$ cat src/hdl/clge_pkg.sv
// Shared types and constants for the cursor list group extract block.
// Used by the channel interfaces, the front decoder, the command queue and the engine.
package clge_pkg;

  localparam int OP_W          = 2;
  localparam int LIST_ID_W     = 2;
  localparam int GROUP_W       = 8;
  localparam int PAYLOAD_W     = 32;
  localparam int STATUS_W      = 2;
  localparam int NODE_IDX_W    = 5;
  localparam int MOVED_W       = 6;

  localparam int DEF_NODE_COUNT = 32;
  localparam int DEF_LIST_COUNT = 4;
  localparam int CMDQ_DEPTH     = 2;

  typedef enum logic [OP_W-1:0] {
    OP_INSERT  = 2'd0,
    OP_EXTRACT = 2'd1,
    OP_READ    = 2'd2
  } op_t;

  typedef enum logic [STATUS_W-1:0] {
    ST_OK        = 2'd0,
    ST_HEAP_FULL = 2'd1,
    ST_EMPTY     = 2'd2
  } status_t;

  typedef enum logic [2:0] {
    E_INIT,
    E_IDLE,
    E_INS_WR,
    E_EXT_WALK,
    E_RD_WALK,
    E_EMIT
  } eng_state_t;

  // Classified command, list numbers already wrapped into range
  typedef struct packed {
    op_t                  op;
    logic [LIST_ID_W-1:0] src;
    logic [LIST_ID_W-1:0] dst;
    logic [GROUP_W-1:0]   group;
    logic [PAYLOAD_W-1:0] payload;
  } cmd_t;

  typedef struct packed {
    status_t               status;
    logic [NODE_IDX_W-1:0] node_index;
    logic [GROUP_W-1:0]    entry_group;
    logic [PAYLOAD_W-1:0]  entry_payload;
    logic [MOVED_W-1:0]    moved_count;
    logic                  last;
  } res_t;

endpackage

$ cat src/hdl/clge_chan_if.sv
// Valid/ready channel interfaces for the command input and the result output.
// Depends on clge_pkg for field widths.
interface clge_in_if import clge_pkg::*; ();
  logic                 valid;
  logic                 ready;
  logic [OP_W-1:0]      op;
  logic [LIST_ID_W-1:0] list_id;
  logic [LIST_ID_W-1:0] dest_list;
  logic [GROUP_W-1:0]   group;
  logic [PAYLOAD_W-1:0] payload;

  modport source(output valid, op, list_id, dest_list, group, payload, input ready);
  modport sink(input valid, op, list_id, dest_list, group, payload, output ready);
endinterface

interface clge_out_if import clge_pkg::*; ();
  logic                  valid;
  logic                  ready;
  logic [STATUS_W-1:0]   status;
  logic [NODE_IDX_W-1:0] node_index;
  logic [GROUP_W-1:0]    entry_group;
  logic [PAYLOAD_W-1:0]  entry_payload;
  logic [MOVED_W-1:0]    moved_count;
  logic                  last;

  modport source(output valid, status, node_index, entry_group, entry_payload, moved_count,
                 last, input ready);
  modport sink(input valid, status, node_index, entry_group, entry_payload, moved_count,
               last, output ready);
endinterface

$ cat src/hdl/cursor_list_group_extract.sv
// Node table shared by LIST_COUNT singly linked lists plus a free list. After reset the
// block runs a clearing pass over every node that chains the free list; no input
// transfer is taken until it ends. Insert writes the free head node in E_INS_WR and
// returns its result from E_EMIT. Extract and read walk a list node by node: the node table
// has one read port, so a walk advances one node per cycle, and a read walk also holds
// while its result register is stalled. A two-entry command queue lets new items be
// taken while a walk is still running.
module cursor_list_group_extract import clge_pkg::*; #(
  parameter int NODE_COUNT = DEF_NODE_COUNT,
  parameter int LIST_COUNT = DEF_LIST_COUNT
) (
  input  logic       clk,
  input  logic       rst_n,
  clge_in_if.sink    in_chan,
  clge_out_if.source out_chan
);

  logic q_push;
  cmd_t q_push_data;
  logic q_full;
  logic q_pop;
  logic q_valid;
  cmd_t q_pop_data;
  logic init_done;

  clge_front #(
    .LIST_COUNT(LIST_COUNT)
  ) u_front (
    .in_chan   (in_chan),
    .init_done (init_done),
    .q_full    (q_full),
    .q_push    (q_push),
    .q_data    (q_push_data)
  );

  clge_cmdq u_cmdq (
    .clk       (clk),
    .rst_n     (rst_n),
    .push      (q_push),
    .push_data (q_push_data),
    .full      (q_full),
    .pop       (q_pop),
    .valid     (q_valid),
    .pop_data  (q_pop_data)
  );

  clge_engine #(
    .NODE_COUNT(NODE_COUNT),
    .LIST_COUNT(LIST_COUNT)
  ) u_engine (
    .clk       (clk),
    .rst_n     (rst_n),
    .q_valid   (q_valid),
    .q_data    (q_pop_data),
    .q_pop     (q_pop),
    .init_done (init_done),
    .out_chan  (out_chan)
  );

endmodule

$ cat src/hdl/clge_front.sv
// Front end: accepts input transfers, wraps list numbers and drops unused op codes.
// Depends on clge_pkg and clge_in_if; feeds the command queue.
module clge_front import clge_pkg::*; #(
  parameter int LIST_COUNT = DEF_LIST_COUNT
) (
  clge_in_if.sink     in_chan,
  input  logic        init_done,
  input  logic        q_full,
  output logic        q_push,
  output cmd_t        q_data
);

  function automatic logic [LIST_ID_W-1:0] wrap_list(input logic [LIST_ID_W-1:0] v);
    logic [LIST_ID_W-1:0] r;
    r = v;
    if (r >= LIST_COUNT) r = r - LIST_ID_W'(LIST_COUNT);
    if (r >= LIST_COUNT) r = r - LIST_ID_W'(LIST_COUNT);
    return r;
  endfunction

  logic known_op;

  always_comb begin
    unique case (in_chan.op)
      OP_INSERT, OP_EXTRACT, OP_READ: known_op = 1'b1;
      default:                        known_op = 1'b0;
    endcase
  end

  assign in_chan.ready = init_done && !q_full;
  assign q_push        = in_chan.valid && in_chan.ready && known_op;

  always_comb begin
    q_data.op      = op_t'(in_chan.op);
    q_data.src     = wrap_list(in_chan.list_id);
    q_data.dst     = wrap_list(in_chan.dest_list);
    q_data.group   = in_chan.group;
    q_data.payload = in_chan.payload;
  end

endmodule

$ cat src/hdl/clge_cmdq.sv
// Small command FIFO between the front end and the list engine.
// Depends on clge_pkg for cmd_t and the queue depth.
module clge_cmdq import clge_pkg::*; (
  input  logic clk,
  input  logic rst_n,
  input  logic push,
  input  cmd_t push_data,
  output logic full,
  input  logic pop,
  output logic valid,
  output cmd_t pop_data
);

  localparam int PW = (CMDQ_DEPTH > 1) ? $clog2(CMDQ_DEPTH) : 1;
  localparam int CW = $clog2(CMDQ_DEPTH + 1);
  localparam logic [PW-1:0] LAST_SLOT = PW'(CMDQ_DEPTH - 1);

  cmd_t          slot_r [CMDQ_DEPTH];
  logic [PW-1:0] wr_ptr_r, wr_ptr_nxt;
  logic [PW-1:0] rd_ptr_r, rd_ptr_nxt;
  logic [CW-1:0] count_r, count_nxt;

  assign full     = (count_r == CW'(CMDQ_DEPTH));
  assign valid    = (count_r != '0);
  assign pop_data = slot_r[rd_ptr_r];

  always_comb begin
    wr_ptr_nxt = wr_ptr_r;
    rd_ptr_nxt = rd_ptr_r;
    count_nxt  = count_r;
    if (push) begin
      wr_ptr_nxt = (wr_ptr_r == LAST_SLOT) ? '0 : wr_ptr_r + PW'(1);
    end
    if (pop) begin
      rd_ptr_nxt = (rd_ptr_r == LAST_SLOT) ? '0 : rd_ptr_r + PW'(1);
    end
    case ({push, pop})
      2'b10:   count_nxt = count_r + CW'(1);
      2'b01:   count_nxt = count_r - CW'(1);
      default: count_nxt = count_r;
    endcase
  end

  always_ff @(posedge clk) begin
    if (!rst_n) begin
      wr_ptr_r <= '0;
      rd_ptr_r <= '0;
      count_r  <= '0;
    end else begin
      wr_ptr_r <= wr_ptr_nxt;
      rd_ptr_r <= rd_ptr_nxt;
      count_r  <= count_nxt;
    end
  end

  always_ff @(posedge clk) begin
    if (push) slot_r[wr_ptr_r] <= push_data;
  end

  a_no_overflow: assert property (@(posedge clk) disable iff (!rst_n)
    push |-> (count_r != CW'(CMDQ_DEPTH)) || pop)
    else $error("command queue overflow");

  a_no_underflow: assert property (@(posedge clk) disable iff (!rst_n)
    pop |-> count_r != '0)
    else $error("command queue underflow");

endmodule

$ cat src/hdl/clge_engine.sv
// List engine: node table memories, free list, list heads and the walk sequencer.
// Depends on clge_pkg and clge_out_if; takes commands from the command queue.
module clge_engine import clge_pkg::*; #(
  parameter int NODE_COUNT = DEF_NODE_COUNT,
  parameter int LIST_COUNT = DEF_LIST_COUNT
) (
  input  logic        clk,
  input  logic        rst_n,
  input  logic        q_valid,
  input  cmd_t        q_data,
  output logic        q_pop,
  output logic        init_done,
  clge_out_if.source  out_chan
);

  localparam int IW = $clog2(NODE_COUNT);
  localparam int NW = $clog2(NODE_COUNT + 1);
  localparam int LW = $clog2(LIST_COUNT);
  localparam logic [NW-1:0] NULL_NODE = NW'(NODE_COUNT);
  localparam logic [IW-1:0] LAST_IDX  = IW'(NODE_COUNT - 1);

  // Node table
  logic [NW-1:0]        next_mem [NODE_COUNT];
  logic [GROUP_W-1:0]   grp_mem  [NODE_COUNT];
  logic [PAYLOAD_W-1:0] pay_mem  [NODE_COUNT];

  logic [NW-1:0]        rd_next_r;
  logic [GROUP_W-1:0]   rd_grp_r;
  logic [PAYLOAD_W-1:0] rd_pay_r;

  logic          rd_en;
  logic [IW-1:0] rd_addr;
  logic          we_next;
  logic [IW-1:0] wa_next;
  logic [NW-1:0] wd_next;
  logic          we_data;

  eng_state_t    state_r, state_nxt;
  cmd_t          cmd_r, cmd_nxt;
  logic [NW-1:0] cur_r, cur_nxt;
  logic [NW-1:0] prev_r, prev_nxt;
  logic [NW-1:0] pend_r, pend_nxt;
  logic          dirty_r, dirty_nxt;
  logic [NW-1:0] steps_r, steps_nxt;
  logic [NW-1:0] moved_r, moved_nxt;
  logic [NW-1:0] free_r, free_nxt;
  logic [NW-1:0] heads_r [LIST_COUNT];
  logic [NW-1:0] heads_nxt [LIST_COUNT];
  logic [IW-1:0] init_idx_r, init_idx_nxt;
  res_t          res_r, res_nxt;
  res_t          out_res_r, out_res_nxt;
  logic          out_valid_r, out_valid_nxt;

  logic [LW-1:0] src_idx, dst_idx, q_src_idx;
  logic [NW-1:0] q_head;
  logic [NW-1:0] step_cnt;
  logic          at_end;
  logic          out_free;
  logic          match;

  assign src_idx   = LW'(cmd_r.src);
  assign dst_idx   = LW'(cmd_r.dst);
  assign q_src_idx = LW'(q_data.src);
  assign q_head    = heads_r[q_src_idx];
  assign step_cnt  = steps_r + NW'(1);
  assign at_end    = (rd_next_r == NULL_NODE) || (step_cnt == NULL_NODE);
  assign out_free  = !out_valid_r || out_chan.ready;
  assign match     = (rd_grp_r == cmd_r.group);
  assign init_done = (state_r != E_INIT);

  always_comb begin
    state_nxt     = state_r;
    cmd_nxt       = cmd_r;
    cur_nxt       = cur_r;
    prev_nxt      = prev_r;
    pend_nxt      = pend_r;
    dirty_nxt     = dirty_r;
    steps_nxt     = steps_r;
    moved_nxt     = moved_r;
    free_nxt      = free_r;
    heads_nxt     = heads_r;
    init_idx_nxt  = init_idx_r;
    res_nxt       = res_r;
    out_res_nxt   = out_res_r;
    out_valid_nxt = out_valid_r;
    rd_en         = 1'b0;
    rd_addr       = cur_r[IW-1:0];
    we_next       = 1'b0;
    wa_next       = '0;
    wd_next       = '0;
    we_data       = 1'b0;
    q_pop         = 1'b0;

    if (out_valid_r && out_chan.ready) out_valid_nxt = 1'b0;

    unique case (state_r)
      E_INIT: begin
        // chain every node into the free list in index order
        we_next = 1'b1;
        wa_next = init_idx_r;
        wd_next = NW'(init_idx_r) + NW'(1);
        if (init_idx_r == LAST_IDX) begin
          state_nxt = E_IDLE;
        end else begin
          init_idx_nxt = init_idx_r + IW'(1);
        end
      end

      E_IDLE: begin
        if (q_valid) begin
          q_pop                 = 1'b1;
          cmd_nxt               = q_data;
          res_nxt.status        = ST_OK;
          res_nxt.node_index    = '0;
          res_nxt.entry_group   = '0;
          res_nxt.entry_payload = '0;
          res_nxt.moved_count   = '0;
          res_nxt.last          = 1'b1;
          unique case (q_data.op)
            OP_INSERT: begin
              if (free_r == NULL_NODE) begin
                res_nxt.status = ST_HEAP_FULL;
                state_nxt      = E_EMIT;
              end else begin
                rd_en     = 1'b1;
                rd_addr   = free_r[IW-1:0];
                state_nxt = E_INS_WR;
              end
            end
            OP_EXTRACT: begin
              if (q_data.src == q_data.dst || q_head == NULL_NODE) begin
                state_nxt = E_EMIT;
              end else begin
                rd_en     = 1'b1;
                rd_addr   = q_head[IW-1:0];
                cur_nxt   = q_head;
                prev_nxt  = NULL_NODE;
                dirty_nxt = 1'b0;
                steps_nxt = '0;
                moved_nxt = '0;
                state_nxt = E_EXT_WALK;
              end
            end
            OP_READ: begin
              if (q_head == NULL_NODE) begin
                res_nxt.status = ST_EMPTY;
                state_nxt      = E_EMIT;
              end else begin
                rd_en     = 1'b1;
                rd_addr   = q_head[IW-1:0];
                cur_nxt   = q_head;
                steps_nxt = '0;
                state_nxt = E_RD_WALK;
              end
            end
            default: state_nxt = E_IDLE;
          endcase
        end
      end

      E_INS_WR: begin
        free_nxt           = rd_next_r;
        we_next            = 1'b1;
        wa_next            = free_r[IW-1:0];
        wd_next            = heads_r[src_idx];
        we_data            = 1'b1;
        heads_nxt[src_idx] = free_r;
        res_nxt.node_index = NODE_IDX_W'(free_r);
        state_nxt          = E_EMIT;
      end

      E_EXT_WALK: begin
        if (match) begin
          // unlink cur; the link of prev is held and written when prev changes
          if (prev_r == NULL_NODE) begin
            heads_nxt[src_idx] = rd_next_r;
          end else begin
            pend_nxt  = rd_next_r;
            dirty_nxt = 1'b1;
          end
          we_next            = 1'b1;
          wa_next            = cur_r[IW-1:0];
          wd_next            = heads_r[dst_idx];
          heads_nxt[dst_idx] = cur_r;
          moved_nxt          = moved_r + NW'(1);
        end else begin
          if (dirty_r) begin
            we_next = 1'b1;
            wa_next = prev_r[IW-1:0];
            wd_next = pend_r;
          end
          dirty_nxt = 1'b0;
          prev_nxt  = cur_r;
        end
        steps_nxt = step_cnt;
        cur_nxt   = rd_next_r;
        if (at_end) begin
          res_nxt.moved_count = MOVED_W'(moved_nxt);
          state_nxt           = E_EMIT;
        end else begin
          rd_en   = 1'b1;
          rd_addr = rd_next_r[IW-1:0];
        end
      end

      E_RD_WALK: begin
        if (out_free) begin
          out_valid_nxt             = 1'b1;
          out_res_nxt.status        = ST_OK;
          out_res_nxt.node_index    = NODE_IDX_W'(cur_r);
          out_res_nxt.entry_group   = rd_grp_r;
          out_res_nxt.entry_payload = rd_pay_r;
          out_res_nxt.moved_count   = '0;
          out_res_nxt.last          = at_end;
          if (at_end) begin
            state_nxt = E_IDLE;
          end else begin
            rd_en     = 1'b1;
            rd_addr   = rd_next_r[IW-1:0];
            cur_nxt   = rd_next_r;
            steps_nxt = step_cnt;
          end
        end
      end

      E_EMIT: begin
        // flush a held link left over from extract
        if (dirty_r) begin
          we_next   = 1'b1;
          wa_next   = prev_r[IW-1:0];
          wd_next   = pend_r;
          dirty_nxt = 1'b0;
        end
        if (out_free) begin
          out_valid_nxt = 1'b1;
          out_res_nxt   = res_r;
          state_nxt     = E_IDLE;
        end
      end

      default: state_nxt = E_IDLE;
    endcase
  end

  always_ff @(posedge clk) begin
    if (!rst_n) begin
      state_r <= E_INIT;
    end else begin
      state_r <= state_nxt;
    end
  end

  always_ff @(posedge clk) begin
    if (!rst_n) begin
      init_idx_r  <= '0;
      free_r      <= '0;
      dirty_r     <= 1'b0;
      out_valid_r <= 1'b0;
      for (int i = 0; i < LIST_COUNT; i++) begin
        heads_r[i] <= NULL_NODE;
      end
    end else begin
      init_idx_r  <= init_idx_nxt;
      free_r      <= free_nxt;
      dirty_r     <= dirty_nxt;
      out_valid_r <= out_valid_nxt;
      heads_r     <= heads_nxt;
    end
  end

  always_ff @(posedge clk) begin
    cmd_r     <= cmd_nxt;
    cur_r     <= cur_nxt;
    prev_r    <= prev_nxt;
    pend_r    <= pend_nxt;
    steps_r   <= steps_nxt;
    moved_r   <= moved_nxt;
    res_r     <= res_nxt;
    out_res_r <= out_res_nxt;
  end

  always_ff @(posedge clk) begin
    if (we_next) next_mem[wa_next] <= wd_next;
    if (we_data) begin
      grp_mem[free_r[IW-1:0]] <= cmd_r.group;
      pay_mem[free_r[IW-1:0]] <= cmd_r.payload;
    end
  end

  always_ff @(posedge clk) begin
    if (rd_en) begin
      rd_next_r <= next_mem[rd_addr];
      rd_grp_r  <= grp_mem[rd_addr];
      rd_pay_r  <= pay_mem[rd_addr];
    end
  end

  assign out_chan.valid         = out_valid_r;
  assign out_chan.status        = out_res_r.status;
  assign out_chan.node_index    = out_res_r.node_index;
  assign out_chan.entry_group   = out_res_r.entry_group;
  assign out_chan.entry_payload = out_res_r.entry_payload;
  assign out_chan.moved_count   = out_res_r.moved_count;
  assign out_chan.last          = out_res_r.last;

  a_ext_cursor: assert property (@(posedge clk) disable iff (!rst_n)
    state_r == E_EXT_WALK |-> (cur_r != NULL_NODE) && (steps_r < NULL_NODE))
    else $error("extract walk on a null node or past the step limit");

  a_ins_node: assert property (@(posedge clk) disable iff (!rst_n)
    state_r == E_INS_WR |-> free_r != NULL_NODE)
    else $error("insert writing with an empty free list");

  a_moved_bound: assert property (@(posedge clk) disable iff (!rst_n)
    state_r == E_EXT_WALK |-> moved_r <= steps_r)
    else $error("extract moved more nodes than it visited");

endmodule
$ cat src/flat_wrapper.sv
// flat-port wrapper written by rule: the top's interface ports become plain ports
module cursor_list_group_extract_flat import clge_pkg::*;
#(
  parameter int NODE_COUNT = DEF_NODE_COUNT,
  parameter int LIST_COUNT = DEF_LIST_COUNT
)
  (clk, rst_n, in_chan_valid, in_chan_op, in_chan_list_id, in_chan_dest_list, in_chan_group, in_chan_payload, in_chan_ready, out_chan_valid, out_chan_status, out_chan_node_index, out_chan_entry_group, out_chan_entry_payload, out_chan_moved_count, out_chan_last, out_chan_ready);
  clge_in_if in_chan_i ();
  clge_out_if out_chan_i ();
  input  logic clk;
  input  logic rst_n;
  input wire logic [$bits(in_chan_i.valid)-1:0] in_chan_valid;
  input wire logic [$bits(in_chan_i.op)-1:0] in_chan_op;
  input wire logic [$bits(in_chan_i.list_id)-1:0] in_chan_list_id;
  input wire logic [$bits(in_chan_i.dest_list)-1:0] in_chan_dest_list;
  input wire logic [$bits(in_chan_i.group)-1:0] in_chan_group;
  input wire logic [$bits(in_chan_i.payload)-1:0] in_chan_payload;
  output wire logic [$bits(in_chan_i.ready)-1:0] in_chan_ready;
  output wire logic [$bits(out_chan_i.valid)-1:0] out_chan_valid;
  output wire logic [$bits(out_chan_i.status)-1:0] out_chan_status;
  output wire logic [$bits(out_chan_i.node_index)-1:0] out_chan_node_index;
  output wire logic [$bits(out_chan_i.entry_group)-1:0] out_chan_entry_group;
  output wire logic [$bits(out_chan_i.entry_payload)-1:0] out_chan_entry_payload;
  output wire logic [$bits(out_chan_i.moved_count)-1:0] out_chan_moved_count;
  output wire logic [$bits(out_chan_i.last)-1:0] out_chan_last;
  input wire logic [$bits(out_chan_i.ready)-1:0] out_chan_ready;
  assign in_chan_i.valid = in_chan_valid;
  assign in_chan_i.op = in_chan_op;
  assign in_chan_i.list_id = in_chan_list_id;
  assign in_chan_i.dest_list = in_chan_dest_list;
  assign in_chan_i.group = in_chan_group;
  assign in_chan_i.payload = in_chan_payload;
  assign in_chan_ready = in_chan_i.ready;
  assign out_chan_valid = out_chan_i.valid;
  assign out_chan_status = out_chan_i.status;
  assign out_chan_node_index = out_chan_i.node_index;
  assign out_chan_entry_group = out_chan_i.entry_group;
  assign out_chan_entry_payload = out_chan_i.entry_payload;
  assign out_chan_moved_count = out_chan_i.moved_count;
  assign out_chan_last = out_chan_i.last;
  assign out_chan_i.ready = out_chan_ready;
  cursor_list_group_extract #(.NODE_COUNT(NODE_COUNT), .LIST_COUNT(LIST_COUNT)) u_core (.clk(clk), .rst_n(rst_n), .in_chan(in_chan_i), .out_chan(out_chan_i));
endmodule
$ cat config.mk
export PLATFORM = sky130hd
export DESIGN_NAME = cursor_list_group_extract_flat
export DESIGN_NICKNAME = d
export VERILOG_FILES = /design/src/hdl/clge_pkg.sv /design/src/hdl/clge_chan_if.sv /design/src/hdl/cursor_list_group_extract.sv /design/src/hdl/clge_front.sv /design/src/hdl/clge_cmdq.sv /design/src/hdl/clge_engine.sv /design/src/flat_wrapper.sv
export SDC_FILE = /design/constraint.sdc
export NUM_CORES = 2
export LEC_CHECK = 0
export BUFFER_PORTS_ARGS = -buffer_cell sky130_fd_sc_hd__buf_2
export CAP_MARGIN = 20
export CORE_UTILIZATION = 63
export DETAILED_ROUTE_END_ITERATION = 7
export GPL_TIMING_DRIVEN = 0
export PLACE_DENSITY = 0.79
export SYNTH_ARGS = -nofsm -noshare
export SYNTH_HDL_FRONTEND = slang
export SYNTH_SLANG_ARGS = --single-unit
export TNS_END_PERCENT = 100
$ cat constraint.sdc
create_clock -name clk -period 4.3 [get_ports clk]
set_input_delay 0.215 -clock clk [delete_from_list [all_inputs] [get_ports clk]]
set_output_delay 0.215 -clock clk [all_outputs]
set_load 0.005 [all_outputs]
# After elaboration in Yosys (flattened, before gate mapping)
# Memory sizes are Yosys's and may differ from the RTL's. A register that Yosys moved wholly into a read port is not among the register bits.
# Index checks and enable logic that the tools add are counted.
# classes
n_bitwise,5
n_eq_ne,35
n_lt_le_gt_ge,5
n_reduce_logical,38
mux,114
addsub,8
# ops
operator,n
6-bit 2-to-1 mux,28
54-bit 2-to-1 mux,2
54-bit one-hot mux with 2 select lines,1
24-bit 2-to-1 mux,4
24-bit bitwise mux,3
6-bit one-hot mux with 2 select lines,5
52-bit 2-to-1 mux,1
24-bit one-hot mux with 2 select lines,1
5-bit 2-to-1 mux,8
6-bit binary-select mux with 2-bit select,3
6-bit one-hot mux with 3 select lines,2
1-bit 2-to-1 mux,32
6-bit equality test (second input constant),5
5-bit one-hot mux with 3 select lines,2
6-bit demux with 2-bit select,2
3-bit 2-to-1 mux,8
6-bit one-hot mux with 4 select lines,1
5-bit one-hot mux with 4 select lines,1
2-bit inequality test (second input constant),9
3-bit one-hot mux with 6 select lines,1
6-bit by 1-bit adder with 6-bit output (second input constant),2
1-bit one-hot mux with 3 select lines,4
2-bit nonzero test,6
5-bit one-hot mux with 2 select lines,1
other kinds (37),73
# word_totals
n_memories,4
regBits,185
mem_bits_rw,1564
word_cells,239
input_bits,50
# mem_list
memory,words,word_bits,read_ports,rd_clocked_by_memory_dff,wr,line_no,rtl
u_core.u_engine.pay_mem,32,32,1,1,1,clge_engine.sv:25,logic [PAYLOAD_W-1:0] pay_mem [NODE_COUNT];
u_core.u_engine.grp_mem,32,8,1,1,1,clge_engine.sv:24,logic [GROUP_W-1:0] grp_mem [NODE_COUNT];
u_core.u_engine.next_mem,32,6,1,1,1,clge_engine.sv:23,logic [NW-1:0] next_mem [NODE_COUNT];
u_core.u_cmdq.slot_r,2,46,1,1,1,clge_cmdq.sv:18,cmd_t slot_r [CMDQ_DEPTH];

# Logic depth before layout (Yosys ltp)
# depth
ltp_word,12
ltp_mapped,17
ltp_nobuf,11

# Hierarchy
# Synthesis repeated with hierarchy kept, for this count alone.
# unflattened
cells_unflattened,4447
hier_area_um2,72076.6
# by_module_without_submodules
mod,n_inst,area_per_inst_um2,cells_each
clge_engine,1,68172.9,4233
clge_cmdq,1,3534.6,165
clge_front,1,369.1,49

# Worst setup path after synthesis
# No wires, ideal clock.
# synth_path
path_kind,flip-flop to flip-flop
from,reg u_core.u_engine.state_r[1]
to,mem u_core.u_engine.grp_mem[12][0] (enable)
stages_incl_launch_ff,8
arrival_time_ns,3.424
slack_ns,0.439
required_ns,3.863
setup_time_ns,0.437
period_less_slack_ns,3.861
cell_sequence,dfxtp_1 -> clkbuf_1 -> nand2b_1 -> or2_2 -> clkbuf_1 -> or3_1 -> clkbuf_1 -> nor2_1
# synth_via
elab_chain_cells,4
# synth_rtl
item,line_no,rtl
start: declaration,clge_engine.sv:38,"eng_state_t state_r, state_nxt;"
start signal: assignment,clge_engine.sv:249,state_r <= state_nxt;
3-bit by 2-bit equality test with 1-bit output,clge_engine.sv:96,unique case (state_r)
1-bit 2-to-1 mux,clge_engine.sv:96,
1-bit 2-to-1 mux,clge_engine.sv:284,if (we_data) begin
1-bit 2-to-1 mux (implied by the code),clge_engine.sv:285,grp_mem[free_r[IW-1:0]] <= cmd_r.group;
end: declaration,clge_engine.sv:24,
# No other way between the ends.

==> metrics.cfg <==
[status]
status = finished with violations
violations = negative setup slack

[timing]
setup_viol = 5
period_share = 1.02
skew_ps = 35.2
tightest_slew_ps = 1160
layout_min_cycle_time_ps = 4370
fin_ws_ps = -73.2
max_freq_mhz = 229
whs_ps = 146
finalHoldViolations = 0
slew_headroom = 0.225
fin_tns_setup_ps = -239
maxSlewViolCount = 0
grt_setup_unrepaired = true

[detailed_routing]
num_vias = 40052
viasPerCell = 6.52
drt-pass1-iter-count = 8
avgRoutedWirePerCell_um = 29.3
drtIter0Drc = 5292
drc = 0
ant_nets = 0
routed_wl_um = 180000

[yosys]
async_reset_ff_frac = 0
synth_cell_types = 64
synth_top_family_by_area = multiplexers
syn-num-nets = 4093
ys_ff_latch = 1796
syn_area_per_cell_um2 = 17.6
synthXorXnorAreaFrac = 0.00332
seq_area_frac_synth = 0.751
ys_warn_count = 0
netlist_instances = 4038
synthMuxAreaShare = 0.144
synth_simple_gate_area_frac = 0.0349
synth_compound_area_frac = 0.0461
post_synth_fa_ha_maj_area_fraction = 0.000878
synth_enable_flop_cells = 1751
synth.cell_area_mm2 = 0.0712
synth_ff_type = edfxtp_1

[clock_tree]
clockRootBuffer = clkbuf_16
cts_buffers = 172
ctsLongestPathBuffers = 3
clk_pin_slew_ps = 70
worst_skew_pair.late_latency_ps = 800
cts.sinks = 1796
cts_tree = built
cts-htree-levels = 4

[hold_path]
hp-class = in2reg

[grt]
overflow = 0
grt_start_max_net_pins = 42
antenna_found_initial = 2
grt_pass1_wl_um = 255000
grt_usage = 0.307
grt_pass1_vias = 39328

[worst_setup_path]
cp_data_required_time_ps = 4740
critPathKind = reg2reg
cp_data_arrival_time_ps = 4810
startpoint_type = flip-flop
reg2reg_slack_ps = -70
end_kind = flip-flop
critPathMaxFanout = 10

[cells_and_area]
nets = 4573
antenna_cells = 0
layout-drive-gt1-share = 0.185
final_area_mm2 = 0.0831
fin_cells = 6141
area_growth_pct = 16.6
nFillCells = 6260

[floorplanning]
io_pins = 106
die_h_um = 338
die-area_mm2 = 0.114
die_w_um = 338
row_count = 122
initial_core_util = 0.639
core-area_mm2 = 0.111

[place]
place_area_mm2 = 0.0749
place_congestion = 0.916
io_buffers = 104
dp_hpwl_um = 117000
dp.cells = 5680

[power]
p_int_w = 0.0275
clkPwrFrac = 0.435
power_w = 0.0340
p_leak_nw = 28.9
p_sw_frac = 0.192
vdd_drop_max_v = 0.000406
comb_power_share = 0.006
p_per_area_mw_per_mm2 = 409
p_switching_w = 0.00654
sequentialPowerShare = 0.559

[run]
max_cap_violations = 0

[final cells by class]
cell class | count | area [µm²] | share of cell area
clock buffer | 223 | 4630 | 0.0558
clock inverter | 86 | 831 | 0.0100
timing repair buffer | 313 | 3090 | 0.0372
multi-input combinational | 2013 | 17400 | 0.210
tap | 1488 | 1860 | 0.0224
buffer | 214 | 1710 | 0.0206
sequential | 1796 | 53500 | 0.644
inverter | 8 | 35.0 | 0.000422
[flip-flops by register name (all words and copies together) (netlist names), 24 cells and up, named ones only]
| name | count |
|---|---|
| u_core.u_engine.pay_mem | 1024 |
| u_core.u_engine.grp_mem | 256 |
| u_core.u_engine.next_mem | 192 |
| u_core.u_cmdq.slot_r | 92 |
| u_core.u_engine.cmd_r | 40 |
| u_core.u_engine.out_chan.entry_payload | 32 |
| u_core.u_engine.rd_pay_r | 32 |
| u_core.u_engine.heads_r | 24 |
[what timing repair did]
| action | 4_1_cts | 5_1_grt |
|---|---|---|
| endpoints found under the setup margin | 334 | 237 |
| resized for setup | 150 | 142 |
| gates cloned | 3 | 1 |
| endpoints found under the hold margin | 100 | 0 |
| pin swaps | 13 | 30 |
| hold buffers | 49 | 0 |
| buffers inserted | 29 | 70 |
[layout by cell type, fill, tap and decap left out, drive strengths merged, types with 53 or more instances in the layout]
| master | Yosys | final |
|---|---|---|
| a221oi | 53 | 53 |
| and2 | 63 | 63 |
| buf | 106 | 363 |
| clkbuf | 115 | 335 |
| clkinv | 0 | 67 |
| edfxtp | 1751 | 1751 |
| mux2i | 942 | 942 |
| nand2 | 83 | 83 |
| nor2 | 150 | 150 |
| o21ai | 72 | 72 |
| o22ai | 186 | 186 |
[worst paths after layout]
check,start,end,cells after the start
max,flip-flop,u_core.u_engine.rd_pay_r[30],16
max reg2reg,flip-flop,u_core.u_engine.rd_pay_r[30],16
min reg2reg,u_core.u_engine.rd_next_r[3],u_core.u_engine.pend_r[3],0
min,in_chan_payload[27],u_core.u_cmdq.slot_r[1][27],2
[power by group through the flow]
stage,sequential (W),clock (W),combinational [W]
2_1_floorplan,0.0194,0,0.0000662
3_3_place_gp,0.0194,0,0.000133
3_5_place_dp,0.0194,0,0.000149
4_1_cts,0.0190,0.0148,0.000185
5_1_grt,0.0190,0.0155,0.000216
6_report,0.0190,0.0148,0.000207
[stage by stage]
step	setup WS, ps	util
floorplan	439	-
global placement	-2210	0.661
detailed placement	-1250	0.672
CTS	-99.3	0.733
global route	-102	0.745
finish	-73.2	0.745
[cells by family after synthesis]
group	after synthesis
AO/OA/AOI/OAI	490
buffers and inverters	229
AND/OR/NAND/NOR	489
adder cells (fa/ha/maj)	5
multiplexers	1002
XOR/XNOR	27
flip-flops	1796
[cell usage after synthesis, types with 10 or more instances]
master,number,area share
o21ai_1,47,0.0033
a22oi_1,21,0.0022
nor2_1,150,0.0079
buf_2,18,0.0013
clkbuf_1,115,0.0061
nand4_1,10,0.00088
nand3_1,26,0.0018
edfxtp_1,1751,0.74
a221oi_1,52,0.0064
a31oi_1,22,0.0019
nor4_1,49,0.0043
xnor2_1,18,0.0022
nor2b_1,33,0.0029
nand2_1,83,0.0044
nor3_1,11,0.00077
mux2i_1,940,0.13
o21ai_0,25,0.0018
nand2b_1,10,0.00088
and3_1,18,0.0016
mux2_2,48,0.0076
and2_1,63,0.0055
mux4_2,12,0.0038
buf_4,36,0.0038
buf_6,32,0.0051
a21oi_1,35,0.0025
o22ai_1,186,0.016
o211ai_1,50,0.0053
dfxtp_1,45,0.013
[critical path, stage by stage (launching register included)]
cell and delay [ps]:
dfxtp_2 320, buf_6 150, mux2i_4 350, buf_6 170
mux2i_4 240, mux2i_4 120, and3_4 210, o41a_1 440
o41ai_4 70, buf_6 200, buf_12 150, bufbuf_16 290
buf_12 170, mux2i_1 250, o22ai_1 160, nor4_2 320
o211ai_1 370
[layer usage]
layer / vias to the layer above / GRT usage / wire [µm]
li1: 17058 / - / -
met1: 20177 / 0.402 / 67100
met2: 2399 / 0.501 / 87100
met3: 418 / 0.0522 / 16500
met4: 0 / 0.153 / 9300
met5: - / 0 / 0
No activity file was read; power rests on OpenSTA's default activity.
